`src/sv/hsf_pkg.sv`:
```
// ----------------------------------------------------------------------------
// hsf_pkg
// Shared widths, defaults, item codes and control types of the hyperedge
// superset finder.
// ----------------------------------------------------------------------------
package hsf_pkg;

  localparam int MODE_W        = 2;
  localparam int EDGE_IDX_W    = 5;
  localparam int VERTEX_IDX_W  = 6;
  localparam int MASK_W        = 32;

  localparam int EDGE_COUNT_DEF   = 32;
  localparam int VERTEX_COUNT_DEF = 64;

  typedef enum logic [MODE_W-1:0] {
    MODE_CLEAR = 2'd0,
    MODE_ADD   = 2'd1,
    MODE_QUERY = 2'd2
  } mode_t;

  // write-side controls of the edge store
  typedef struct packed {
    logic wr_en;   // write wr_data to wr_addr, mark entry valid
    logic clr_en;  // mark entry at wr_addr empty
  } store_ctl_t;

endpackage

```
`src/sv/hsf_if.sv`:
```
// ----------------------------------------------------------------------------
// hsf_in_if / hsf_out_if
// Valid/ready channels for query items and superset results.
// ----------------------------------------------------------------------------
interface hsf_in_if;
  logic                              valid;
  logic                              ready;
  logic [hsf_pkg::MODE_W-1:0]        mode;
  logic [hsf_pkg::EDGE_IDX_W-1:0]    edge_index;
  logic [hsf_pkg::VERTEX_IDX_W-1:0]  vertex_index;

  modport source (output valid, mode, edge_index, vertex_index, input ready);
  modport sink   (input valid, mode, edge_index, vertex_index, output ready);
endinterface

interface hsf_out_if;
  logic                        valid;
  logic                        ready;
  logic [hsf_pkg::MASK_W-1:0]  superset_mask;
  logic                        empty_error;

  modport source (output valid, superset_mask, empty_error, input ready);
  modport sink   (input valid, superset_mask, empty_error, output ready);
endinterface

```
`src/sv/hyperedge_superset_finder_unit.sv`:
```
// ----------------------------------------------------------------------------
// hyperedge_superset_finder_unit
// Edge family store with clear / add-vertex / superset-query items.
//
//   channel   dir  payload                                   transfer
//   in_chan   in   mode, edge_index, vertex_index            valid & ready
//   out_chan  out  superset_mask, empty_error (query only)   valid & ready
//
// Steps: clear drops the valid bit of the entry; add reads, then writes back;
// a query fetches the queried edge over the single read port of the edge store,
// then one stored edge per cycle for the compare. An empty query skips the
// scan; an out-of-range query goes straight to the result.
// Reset: valid bits of all entries drop at once; no clearing sweep.
// Stalls: results sit in an output register; a new item is taken while it
// waits, and a query only holds at its end if the previous result is untaken.
// ----------------------------------------------------------------------------
module hyperedge_superset_finder_unit #(
  parameter int EDGE_COUNT   = hsf_pkg::EDGE_COUNT_DEF,
  parameter int VERTEX_COUNT = hsf_pkg::VERTEX_COUNT_DEF
) (
  input  logic       clk,
  input  logic       rst_n,
  hsf_in_if.sink     in_chan,
  hsf_out_if.source  out_chan
);
  import hsf_pkg::*;

  localparam int MEM_DEPTH = (EDGE_COUNT < MASK_W) ? EDGE_COUNT : MASK_W;
  localparam int AW        = (MEM_DEPTH > 1) ? $clog2(MEM_DEPTH) : 1;
  localparam int VW        = (VERTEX_COUNT > 1) ? $clog2(VERTEX_COUNT) : 1;

  typedef logic [VERTEX_COUNT-1:0] word_t;

  typedef enum logic [4:0] {
    ST_IDLE = 5'b00001,
    ST_ADD  = 5'b00010,
    ST_QRY  = 5'b00100,
    ST_SCAN = 5'b01000,
    ST_EMIT = 5'b10000
  } state_t;

  state_t           state_r, state_nxt;
  logic [AW-1:0]    edge_r, edge_nxt;
  word_t            bit_r, bit_nxt;
  word_t            y_r, y_nxt;
  logic [AW-1:0]    scan_idx_r, scan_idx_nxt;
  logic [MASK_W-1:0] mask_r, mask_nxt;
  logic             err_r, err_nxt;
  logic             out_valid_r, out_valid_nxt;
  logic [MASK_W-1:0] out_mask_r;
  logic             out_err_r;
  logic             out_load;

  store_ctl_t       st_ctl;
  logic [AW-1:0]    st_wr_addr;
  word_t            st_wr_data;
  logic [AW-1:0]    st_rd_addr;
  word_t            rd_word;

  logic             in_xfer;
  logic             edge_ok;
  logic             vertex_ok;
  logic [AW-1:0]    in_addr;
  logic             scan_last;
  logic             hit;

  assign in_chan.ready = (state_r == ST_IDLE);
  assign in_xfer       = in_chan.valid && in_chan.ready;
  assign edge_ok       = int'(in_chan.edge_index) < MEM_DEPTH;
  assign vertex_ok     = int'(in_chan.vertex_index) < VERTEX_COUNT;
  assign in_addr       = in_chan.edge_index[AW-1:0];
  assign scan_last     = scan_idx_r == AW'(MEM_DEPTH - 1);
  assign hit           = (scan_idx_r != edge_r) && ((y_r & ~rd_word) == '0);
  assign out_load      = (state_r == ST_EMIT) && (!out_valid_r || out_chan.ready);

  hsf_edge_store #(
    .DEPTH (MEM_DEPTH),
    .WIDTH (VERTEX_COUNT),
    .AW    (AW)
  ) u_store (
    .clk     (clk),
    .rst_n   (rst_n),
    .ctl     (st_ctl),
    .wr_addr (st_wr_addr),
    .wr_data (st_wr_data),
    .rd_addr (st_rd_addr),
    .rd_word (rd_word)
  );

  always_comb begin
    state_nxt    = state_r;
    edge_nxt     = edge_r;
    bit_nxt      = bit_r;
    y_nxt        = y_r;
    scan_idx_nxt = scan_idx_r;
    mask_nxt     = mask_r;
    err_nxt      = err_r;
    st_ctl       = '0;
    st_wr_addr   = edge_r;
    st_wr_data   = rd_word | bit_r;
    st_rd_addr   = edge_r;

    unique case (state_r)
      ST_IDLE: begin
        st_rd_addr = in_addr;
        st_wr_addr = in_addr;
        edge_nxt   = in_addr;
        bit_nxt    = word_t'(1) << in_chan.vertex_index[VW-1:0];
        if (in_xfer) begin
          unique case (in_chan.mode)
            MODE_CLEAR: st_ctl.clr_en = edge_ok;
            MODE_ADD: begin
              if (edge_ok && vertex_ok) begin
                state_nxt = ST_ADD;
              end
            end
            MODE_QUERY: begin
              if (edge_ok) begin
                state_nxt = ST_QRY;
              end else begin
                mask_nxt  = '0;
                err_nxt   = 1'b1;
                state_nxt = ST_EMIT;
              end
            end
            default: state_nxt = ST_IDLE;
          endcase
        end
      end
      ST_ADD: begin
        st_ctl.wr_en = 1'b1;
        state_nxt    = ST_IDLE;
      end
      ST_QRY: begin
        st_rd_addr   = '0;
        y_nxt        = rd_word;
        mask_nxt     = '0;
        scan_idx_nxt = '0;
        if (rd_word == '0) begin
          err_nxt   = 1'b1;
          state_nxt = ST_EMIT;
        end else begin
          err_nxt   = 1'b0;
          state_nxt = ST_SCAN;
        end
      end
      ST_SCAN: begin
        st_rd_addr   = scan_last ? '0 : scan_idx_r + AW'(1);
        scan_idx_nxt = scan_idx_r + AW'(1);
        if (hit) begin
          mask_nxt = mask_r | (MASK_W'(1) << scan_idx_r);
        end
        if (scan_last) begin
          state_nxt = ST_EMIT;
        end
      end
      ST_EMIT: begin
        if (out_load) begin
          state_nxt = ST_IDLE;
        end
      end
      default: state_nxt = ST_IDLE;
    endcase
  end

  always_comb begin
    out_valid_nxt = out_valid_r;
    if (out_load) begin
      out_valid_nxt = 1'b1;
    end else if (out_chan.ready) begin
      out_valid_nxt = 1'b0;
    end
  end

  always_ff @(posedge clk) begin
    if (!rst_n) begin
      state_r     <= ST_IDLE;
      out_valid_r <= 1'b0;
    end else begin
      state_r     <= state_nxt;
      out_valid_r <= out_valid_nxt;
    end
  end

  always_ff @(posedge clk) begin
    edge_r     <= edge_nxt;
    bit_r      <= bit_nxt;
    y_r        <= y_nxt;
    scan_idx_r <= scan_idx_nxt;
    mask_r     <= mask_nxt;
    err_r      <= err_nxt;
    if (out_load) begin
      out_mask_r <= mask_r;
      out_err_r  <= err_r;
    end
  end

  assign out_chan.valid         = out_valid_r;
  assign out_chan.superset_mask = out_mask_r;
  assign out_chan.empty_error   = out_err_r;

endmodule

```
`src/sv/hsf_edge_store.sv`:
```
// ----------------------------------------------------------------------------
// hsf_edge_store
// Membership bitmaps of all edges: one synchronous memory with a registered
// read port and one write port, plus per-entry valid bits cleared at reset.
// An entry that is not valid reads as the empty set.
// ----------------------------------------------------------------------------
module hsf_edge_store #(
  parameter int DEPTH = 32,
  parameter int WIDTH = 64,
  parameter int AW    = 5
) (
  input  logic                    clk,
  input  logic                    rst_n,
  input  hsf_pkg::store_ctl_t     ctl,
  input  logic [AW-1:0]           wr_addr,
  input  logic [WIDTH-1:0]        wr_data,
  input  logic [AW-1:0]           rd_addr,
  output logic [WIDTH-1:0]        rd_word
);
  import hsf_pkg::*;

  logic [WIDTH-1:0] mem [DEPTH];
  logic [DEPTH-1:0] vld_r;
  logic [WIDTH-1:0] rd_data_r;
  logic             rd_vld_r;

  always_ff @(posedge clk) begin
    if (ctl.wr_en) begin
      mem[wr_addr] <= wr_data;
    end
    rd_data_r <= mem[rd_addr];
  end

  always_ff @(posedge clk) begin
    if (!rst_n) begin
      vld_r    <= '0;
      rd_vld_r <= 1'b0;
    end else begin
      if (ctl.wr_en) begin
        vld_r[wr_addr] <= 1'b1;
      end else if (ctl.clr_en) begin
        vld_r[wr_addr] <= 1'b0;
      end
      rd_vld_r <= vld_r[rd_addr];
    end
  end

  assign rd_word = rd_vld_r ? rd_data_r : '0;

endmodule

```
`src/flat_wrapper.sv`:
```
// flat-port wrapper written by rule: the top's interface ports become plain ports
module hyperedge_superset_finder_unit_flat import hsf_pkg::*;
#(
  parameter int EDGE_COUNT   = hsf_pkg::EDGE_COUNT_DEF,
  parameter int VERTEX_COUNT = hsf_pkg::VERTEX_COUNT_DEF
)
  (clk, rst_n, in_chan_valid, in_chan_mode, in_chan_edge_index, in_chan_vertex_index, in_chan_ready, out_chan_valid, out_chan_superset_mask, out_chan_empty_error, out_chan_ready);
  hsf_in_if in_chan_i ();
  hsf_out_if out_chan_i ();
  input  logic clk;
  input  logic rst_n;
  input wire logic [$bits(in_chan_i.valid)-1:0] in_chan_valid;
  input wire logic [$bits(in_chan_i.mode)-1:0] in_chan_mode;
  input wire logic [$bits(in_chan_i.edge_index)-1:0] in_chan_edge_index;
  input wire logic [$bits(in_chan_i.vertex_index)-1:0] in_chan_vertex_index;
  output wire logic [$bits(in_chan_i.ready)-1:0] in_chan_ready;
  output wire logic [$bits(out_chan_i.valid)-1:0] out_chan_valid;
  output wire logic [$bits(out_chan_i.superset_mask)-1:0] out_chan_superset_mask;
  output wire logic [$bits(out_chan_i.empty_error)-1:0] out_chan_empty_error;
  input wire logic [$bits(out_chan_i.ready)-1:0] out_chan_ready;
  assign in_chan_i.valid = in_chan_valid;
  assign in_chan_i.mode = in_chan_mode;
  assign in_chan_i.edge_index = in_chan_edge_index;
  assign in_chan_i.vertex_index = in_chan_vertex_index;
  assign in_chan_ready = in_chan_i.ready;
  assign out_chan_valid = out_chan_i.valid;
  assign out_chan_superset_mask = out_chan_i.superset_mask;
  assign out_chan_empty_error = out_chan_i.empty_error;
  assign out_chan_i.ready = out_chan_ready;
  hyperedge_superset_finder_unit #(.EDGE_COUNT(EDGE_COUNT), .VERTEX_COUNT(VERTEX_COUNT)) u_core (.clk(clk), .rst_n(rst_n), .in_chan(in_chan_i), .out_chan(out_chan_i));
endmodule
```
`config.mk`:
```
export PLATFORM = sky130hd
export DESIGN_NAME = hyperedge_superset_finder_unit_flat
export DESIGN_NICKNAME = d
export VERILOG_FILES = /design/src/sv/hsf_pkg.sv /design/src/sv/hsf_if.sv /design/src/sv/hyperedge_superset_finder_unit.sv /design/src/sv/hsf_edge_store.sv /design/src/flat_wrapper.sv
export SDC_FILE = /design/constraint.sdc
export NUM_CORES = 2
export LEC_CHECK = 0
export BUFFER_PORTS_ARGS = -buffer_cell sky130_fd_sc_hd__buf_2
export CORE_MARGIN = 5
export CORE_UTILIZATION = 31
export DETAILED_ROUTE_END_ITERATION = 16
export GPL_TIMING_DRIVEN = 0
export PLACE_DENSITY = 0.5
export SLEW_MARGIN = 10
export SYNTH_ARGS = -nofsm -noshare
export SYNTH_HDL_FRONTEND = slang
export SYNTH_SLANG_ARGS = --single-unit
```
`constraint.sdc`:
```
create_clock -name clk -period 18.1 [get_ports clk]
set_input_delay 1.81 -clock clk [delete_from_list [all_inputs] [get_ports clk]]
set_output_delay 1.81 -clock clk [all_outputs]
set_load 0.05 [all_outputs]
```
# Word-level counts from Yosys, hierarchy flattened

Memory sizes are Yosys's and may differ from the RTL's. A register that Yosys moved wholly into a read port is not among the register bits.
Cells that the tools add are included.

Memories kept: 1
Output and inout bits: 35
Logic and storage cells: 82
Memory bits (writable): 2048
Bits in registers: 243
Input port bits: 17

Memory list:

| name               | words | bits a word | read ports | clocked after Yosys merged registers in | wr ports | RTL line             | text |
|---|---|---|---|---|---|---|---|
| u_core.u_store.mem | 32    | 64          | 1          | 1                                       | 1        | hsf_edge_store.sv:22 | `logic [WIDTH-1:0] mem [DEPTH];` |

Magnitude comparators: 3
Reduce and logical (&&, ||, !) cells: 14
Equality and inequality tests: 14
Bitwise operators: 7
Multiplexer cells: 28
Shift operators: 2
Add/subtract/negate cells: 1

Operators with widths:

| cell                   | number |
|---|---|
| $logic_not A64 Y1      | 2 |
| $mux W32               | 3 |
| $and A64 B64 Y64       | 1 |
| $mux W64               | 1 |
| $not A64 Y64           | 1 |
| $or A32 B32 Y32        | 2 |
| $or A64 B64 Y64        | 1 |
| $pmux W32 S2           | 1 |
| $shl A1 B6 Y64 const A | 1 |
| $and A32 B32 Y32       | 1 |
| $not A32 Y32           | 1 |
| $shl A1 B5 Y32 const A | 1 |
| $mux W5                | 6 |
| $pmux W5 S3            | 2 |
| $pmux W5 S4            | 1 |
| $lt A5 B6 Y1 const B   | 2 |
| $mux W1                | 11 |
| $eq A5 B5 Y1 const B   | 2 |
| $pmux W5 S2            | 1 |
| $ne A2 B1 Y1 const B   | 3 |
| $reduce_bool A2 Y1     | 3 |
| $add A5 B1 Y5 const B  | 1 |
| $bmux W1 S5            | 1 |
| $demux W1 S5           | 1 |
| other kinds (15)       | 19 |

# Logic depth before layout (Yosys ltp)

Depth in word-level cells: 10
Mapped depth: 14
Mapped depth without buffers: 10

# Cells and area by module

Synthesis repeated with hierarchy kept, for this count alone.

Cell total of the unflattened synthesis: 3876
Area, all modules: 89349.4 um2

By module, submodules not included:

| module                         | seq. area each (um2) | cells each | instances | area each (um2) |
|---|---|---|---|---|
| hsf_edge_store                 | 63440.8              | 3223       | 1         | 80743.7 |
| hyperedge_superset_finder_unit | 6195.9               | 653        | 1         | 8605.8 |

# Worst setup path after synthesis

No wires, ideal clock.

Kind: register to register
Start: reg u_core.state_r[2]
End: mem u_core.u_store.mem[27][0] (enable)
Buffers on the path: 2
Library setup time: 0.488 ns
Setup slack: 11.507 ns
Data required time: 17.612 ns
Data arrival time: 6.105 ns
Period minus slack after synthesis: 6.593 ns
Cell stages (with the launch flop): 10
Cells stage by stage: dfxtp_1 > clkbuf_1 > nor2_1 > nand3_1 > inv_1 > a21oi_1 > inv_1 > nand3_1 > clkbuf_1 > nor2_1

Elaborated cells between the ends (all ways): 6
Those cells by class: eq/ne: 2; mux: 4

RTL lines:

| item                    | RTL line                              | text |
|---|---|---|
| from (decl)             | hyperedge_superset_finder_unit.sv:42  | `state_t state_r, state_nxt;` |
| from (signal assigned)  | hyperedge_superset_finder_unit.sv:180 | `state_r <= state_nxt;` |
| $eq A5 B1 Y1            | n/a                                   |  |
| named net in_chan_ready | flat_wrapper.sv:16                    | `output wire logic [$bits(in_chan_i.ready)-1:0] in_chan_ready;` |
| $mux W5                 | n/a                                   |  |
| to (decl)               | hsf_edge_store.sv:22                  |  |

The timed path passes the listed nets, and every way through them passes these cells.

# Worst setup path after layout

Start: reg u_core.scan_idx_r[0]
End: reg u_core.u_store.rd_data_r[14] (read register of u_core.u_store.mem)

Longest elaborated chain between the ends: 3
Elaborated cells between the ends (all ways): 4
Those cells by class: add/sub: 1; eq/ne: 1; mux: 2

Ends and longest elaborated chain:

| item                                          | RTL line                                                                    | text |
|---|---|---|
| from (decl)                                   | hyperedge_superset_finder_unit.sv:46                                        | `logic [AW-1:0] scan_idx_r, scan_idx_nxt;` |
| from (signal assigned)                        | hyperedge_superset_finder_unit.sv:189                                       | `scan_idx_r <= scan_idx_nxt;` |
| $add A5 B1 Y5 or $eq A5 B5 Y1 (tied branches) | hyperedge_superset_finder_unit.sv:148, hyperedge_superset_finder_unit.sv:72 |  |
| $mux W5 *                                     | hyperedge_superset_finder_unit.sv:148                                       | `st_rd_addr = scan_last ? '0 : scan_idx_r + AW'(1);` |
| $pmux W5 S3 *                                 | hyperedge_superset_finder_unit.sv:103                                       | `unique case (state_r)` |
| to (decl)                                     | hsf_edge_store.sv:24                                                        | `logic [WIDTH-1:0] rd_data_r;` |

Every way passes the cells marked *; elsewhere a longest branch is shown, timed or not.
A chain may end at the register's enable or synchronous reset.

==> impl_metrics.py <==
metrics = {
    "final_layout": {
        "regArea_mm2": 0.06964,
        "final_cell_area_mm2": 0.1090,
        "area_delta_synth_final_pct": 17.82,
        "finalNonFillerCells": 11500,
        "drive_gt1_frac": 0.1067,
        "multi_input_area_mm2": 0.02093,
        "fillers": 28270,
        "nets": 7367,
    },
    "sta": {
        "maxSlewViolCount": 0,
        "max_slew_margin": 0.1372,
        "fin_skew_ns": 0.04419,
        "period_share": 0.3378,
        "setup_viol": 0,
        "fin_crit_ns": 6.114,
        "finalSetupTns_ns": 0,
        "hold_viol": 0,
        "rsz0062_at_grt": "no",
        "tightest_slew_ns": 1.291,
        "max_freq_ghz": 0.1636,
    },
    "clocking": {
        "root_buffer": "clkbuf_16",
        "cts_made_buffers": 276,
        "cts_sinks": 2355,
        "ctsHoldBuffers": 0,
        "clk_pin_slew_ns": 0.06,
        "cts_resized": 0,
        "cts_tree": "yes",
        "htree_levels": 5,
        "cts_buffer_depth": 4,
        "post-cts-setup-buffers": 0,
        "clock_latency_ns": 0.92,
    },
    "yosys": {
        "yosysWarnings": 0,
        "ys_seq_area_frac": 0.7530,
        "ys_ff_latch": 2355,
        "yosysMostFrequentCell": "edfxtp_1",
        "async_flop_share": 0,
        "syn_avg_cell_area_um2": 13.41,
        "ys.flop_type": "edfxtp_1",
        "yosys-top-cells-count": "edfxtp_1 (2247), nand2_1 (1852), nand3_1 (790), clkbuf_1 (246), buf_2 (163)",
        "synth_edf_count": 2247,
        "synth_cell_types": 55,
        "synth_top_area_frac": 0.7296,
        "ys_top_cells_by_area": "edfxtp_1 (73%), nand2_1 (7.5%), nand3_1 (4.3%), dfxtp_1 (2.3%), mux2i_1 (1.7%)",
        "synth_fp_nets": 6925,
        "synth_area_leader_cell": "edfxtp_1",
        "netlist_area_mm2": 0.09248,
        "syn_inst": 6898,
    },
    "place": {
        "place_inst": 11000,
        "portBuffers": 50,
        "gp_congestion": 0.8688,
        "placed_area_mm2": 0.1004,
        "place_hpwl_um": 222300,
    },
    "global_route": {
        "grtUsageTotal": 0.1964,
        "grt_pass1_wl_um": 439100,
        "grt_pass1_vias": 57530,
        "grt_max_degree": 65,
        "gr-total-overflow": 0,
        "antenna_found_initial": 32,
    },
    "critical_path": {
        "endpoint_kind": "register",
        "crit_type": "reg2reg",
        "crit_arrival_ns": 6.83,
        "critPathLaunchType": "register",
        "required_ns": 18.82,
        "cp_max_fo": 14,
    },
    "drt": {
        "drc": 0,
        "routed_via_density": 5.251,
        "drtIter0Drc": 7436,
        "wl_um": 312700,
        "wl_per_cell_um": 27.20,
        "vias": 60360,
        "drt_first_pass_iters": 6,
        "postRouteAntennaNets": 0,
    },
    "run": {
        "max-cap-violations": 0,
    },
    "pwr": {
        "cellLeakagePower_nw": 37.75,
        "power_density_mw_per_mm2": 126.7,
        "power_mw": 13.80,
        "irDropWorstVdd_v": 0.00007496,
    },
    "die": {
        "std_cell_rows": 200,
        "ios": 52,
        "die_w_um": 556.2,
        "start_util": 0.3114,
        "fp.dieArea_mm2": 0.3094,
        "core_mm2": 0.2970,
        "die_h_um": 556.2,
    },
    "outcome": {
        "outcome": "finished, final reports clean",
    },
    "min_path": {
        "hold_path_class": "reg2reg",
    },
}
layout by cell type, fill, tap and decap left out, drive strengths merged, types with 15 or more instances in the layout:
cell type,n
edfxtp,2247
diode,23
nand2b,56
nor4,19
clkbuf,617
o221ai,61
o21a,35
o31a,60
or2,18
a31oi,82
buf,368
o22ai,17
and3,127
nand3,790
o21ai,43
nand2,1852
nor2,151
o32ai,58
a21oi,150
dfxtp,108
and2,39
clkinv,77
bufinv,16
a22oi,15
a311oi,118
inv,88
mux2i,159
a41oi,60
where the power goes:
part           internal, mW  total, mW  leakage [nW]  switching [mW]
Sequential             6.33       6.39          21.5          0.0609
Clock                  3.16       5.33          4.16            2.17
Combinational         0.457       2.09          12.1            1.63
Total                  9.95       13.8          37.8            3.86
final cells by class:
type,instances,share of cell area
inverter,83,0.002905
sequential,2355,0.6391
clock inverter,100,0.008187
timing repair buffer,164,0.02421
clock buffer,371,0.06976
antenna,23,0.0005282
buffer,450,0.01806
tap,3939,0.04523
multi-input combinational,4010,0.1921
per-stage QoR:
| step | worst slack [ns] | hold slack (ns) | utilization |
|---|---|---|---|
| after floorplan | 11.51 | 0.4003 | - |
| after global placement | 6.013 | 0.4474 | 0.3288 |
| after global routing | 11.82 | 0.4648 | 0.3667 |
| final | 11.99 | 0.4542 | 0.3668 |
| after CTS | 11.94 | 0.4519 | 0.3666 |
| after detailed placement | 11.18 | 0.4465 | 0.3380 |
metal layers:
layer,routed length (um),track usage
met3,23930,0.02993
met2,146000,0.3158
met1,132800,0.2730
met4,9863,0.06423
met5,21,0
kinds of logic after synthesis:
| group | count (synthesis) | synth area share |
|---|---|---|
| AOI/OAI and AO/OA | 727 | 0.05780 |
| xor gates and xnor gates | 8 | 0.0007575 |
| adders and majority gates | 10 | 0.001353 |
| buffers and inverters | 533 | 0.02445 |
| DFF | 2355 | 0.7530 |
| muxes | 163 | 0.01770 |
| and+or+nand+nor | 3102 | 0.1450 |
state kept, by name, summed over array words and instances, names as in the netlist, named ones only:
name	flops
u_core.u_store.rd_vld_r	1
u_core.y_r	64
u_core.bit_r	64
u_core.out_chan.empty_error	1
u_core.scan_idx_r	5
u_core.edge_r	5
u_core.mask_r	32
u_core.u_store.rd_data_r	64
u_core.out_chan.valid	1
u_core.err_r	1
u_core.out_chan.superset_mask	32
u_core.state_r	5
u_core.u_store.mem	2048
critical path: stages (launching register included):
cell      delay [ns]
edfxtp_1        0.51
ha_1            0.25
and3_1          0.17
ha_1            0.21
nor3_2          0.11
a221oi_2        0.94
buf_2           0.76
buf_2           0.43
buf_2           0.92
clkbuf_1        0.52
nand3_1         0.13
a31oi_1         0.59
o32ai_1         0.31
final timing paths:
kind                                            end  depth (start not counted)  slack [ns]            startpoint
setup / recovery       u_core.u_store.rd_data_r[14]                         12       11.99  u_core.scan_idx_r[0]
hold / removal    u_core.out_chan.superset_mask[12]                          0        0.45     u_core.mask_r[12]
setup reg to reg       u_core.u_store.rd_data_r[14]                         12       11.99  u_core.scan_idx_r[0]
hold reg to reg   u_core.out_chan.superset_mask[12]                          0        0.45     u_core.mask_r[12]
Power figures use the tool's default switching activity.
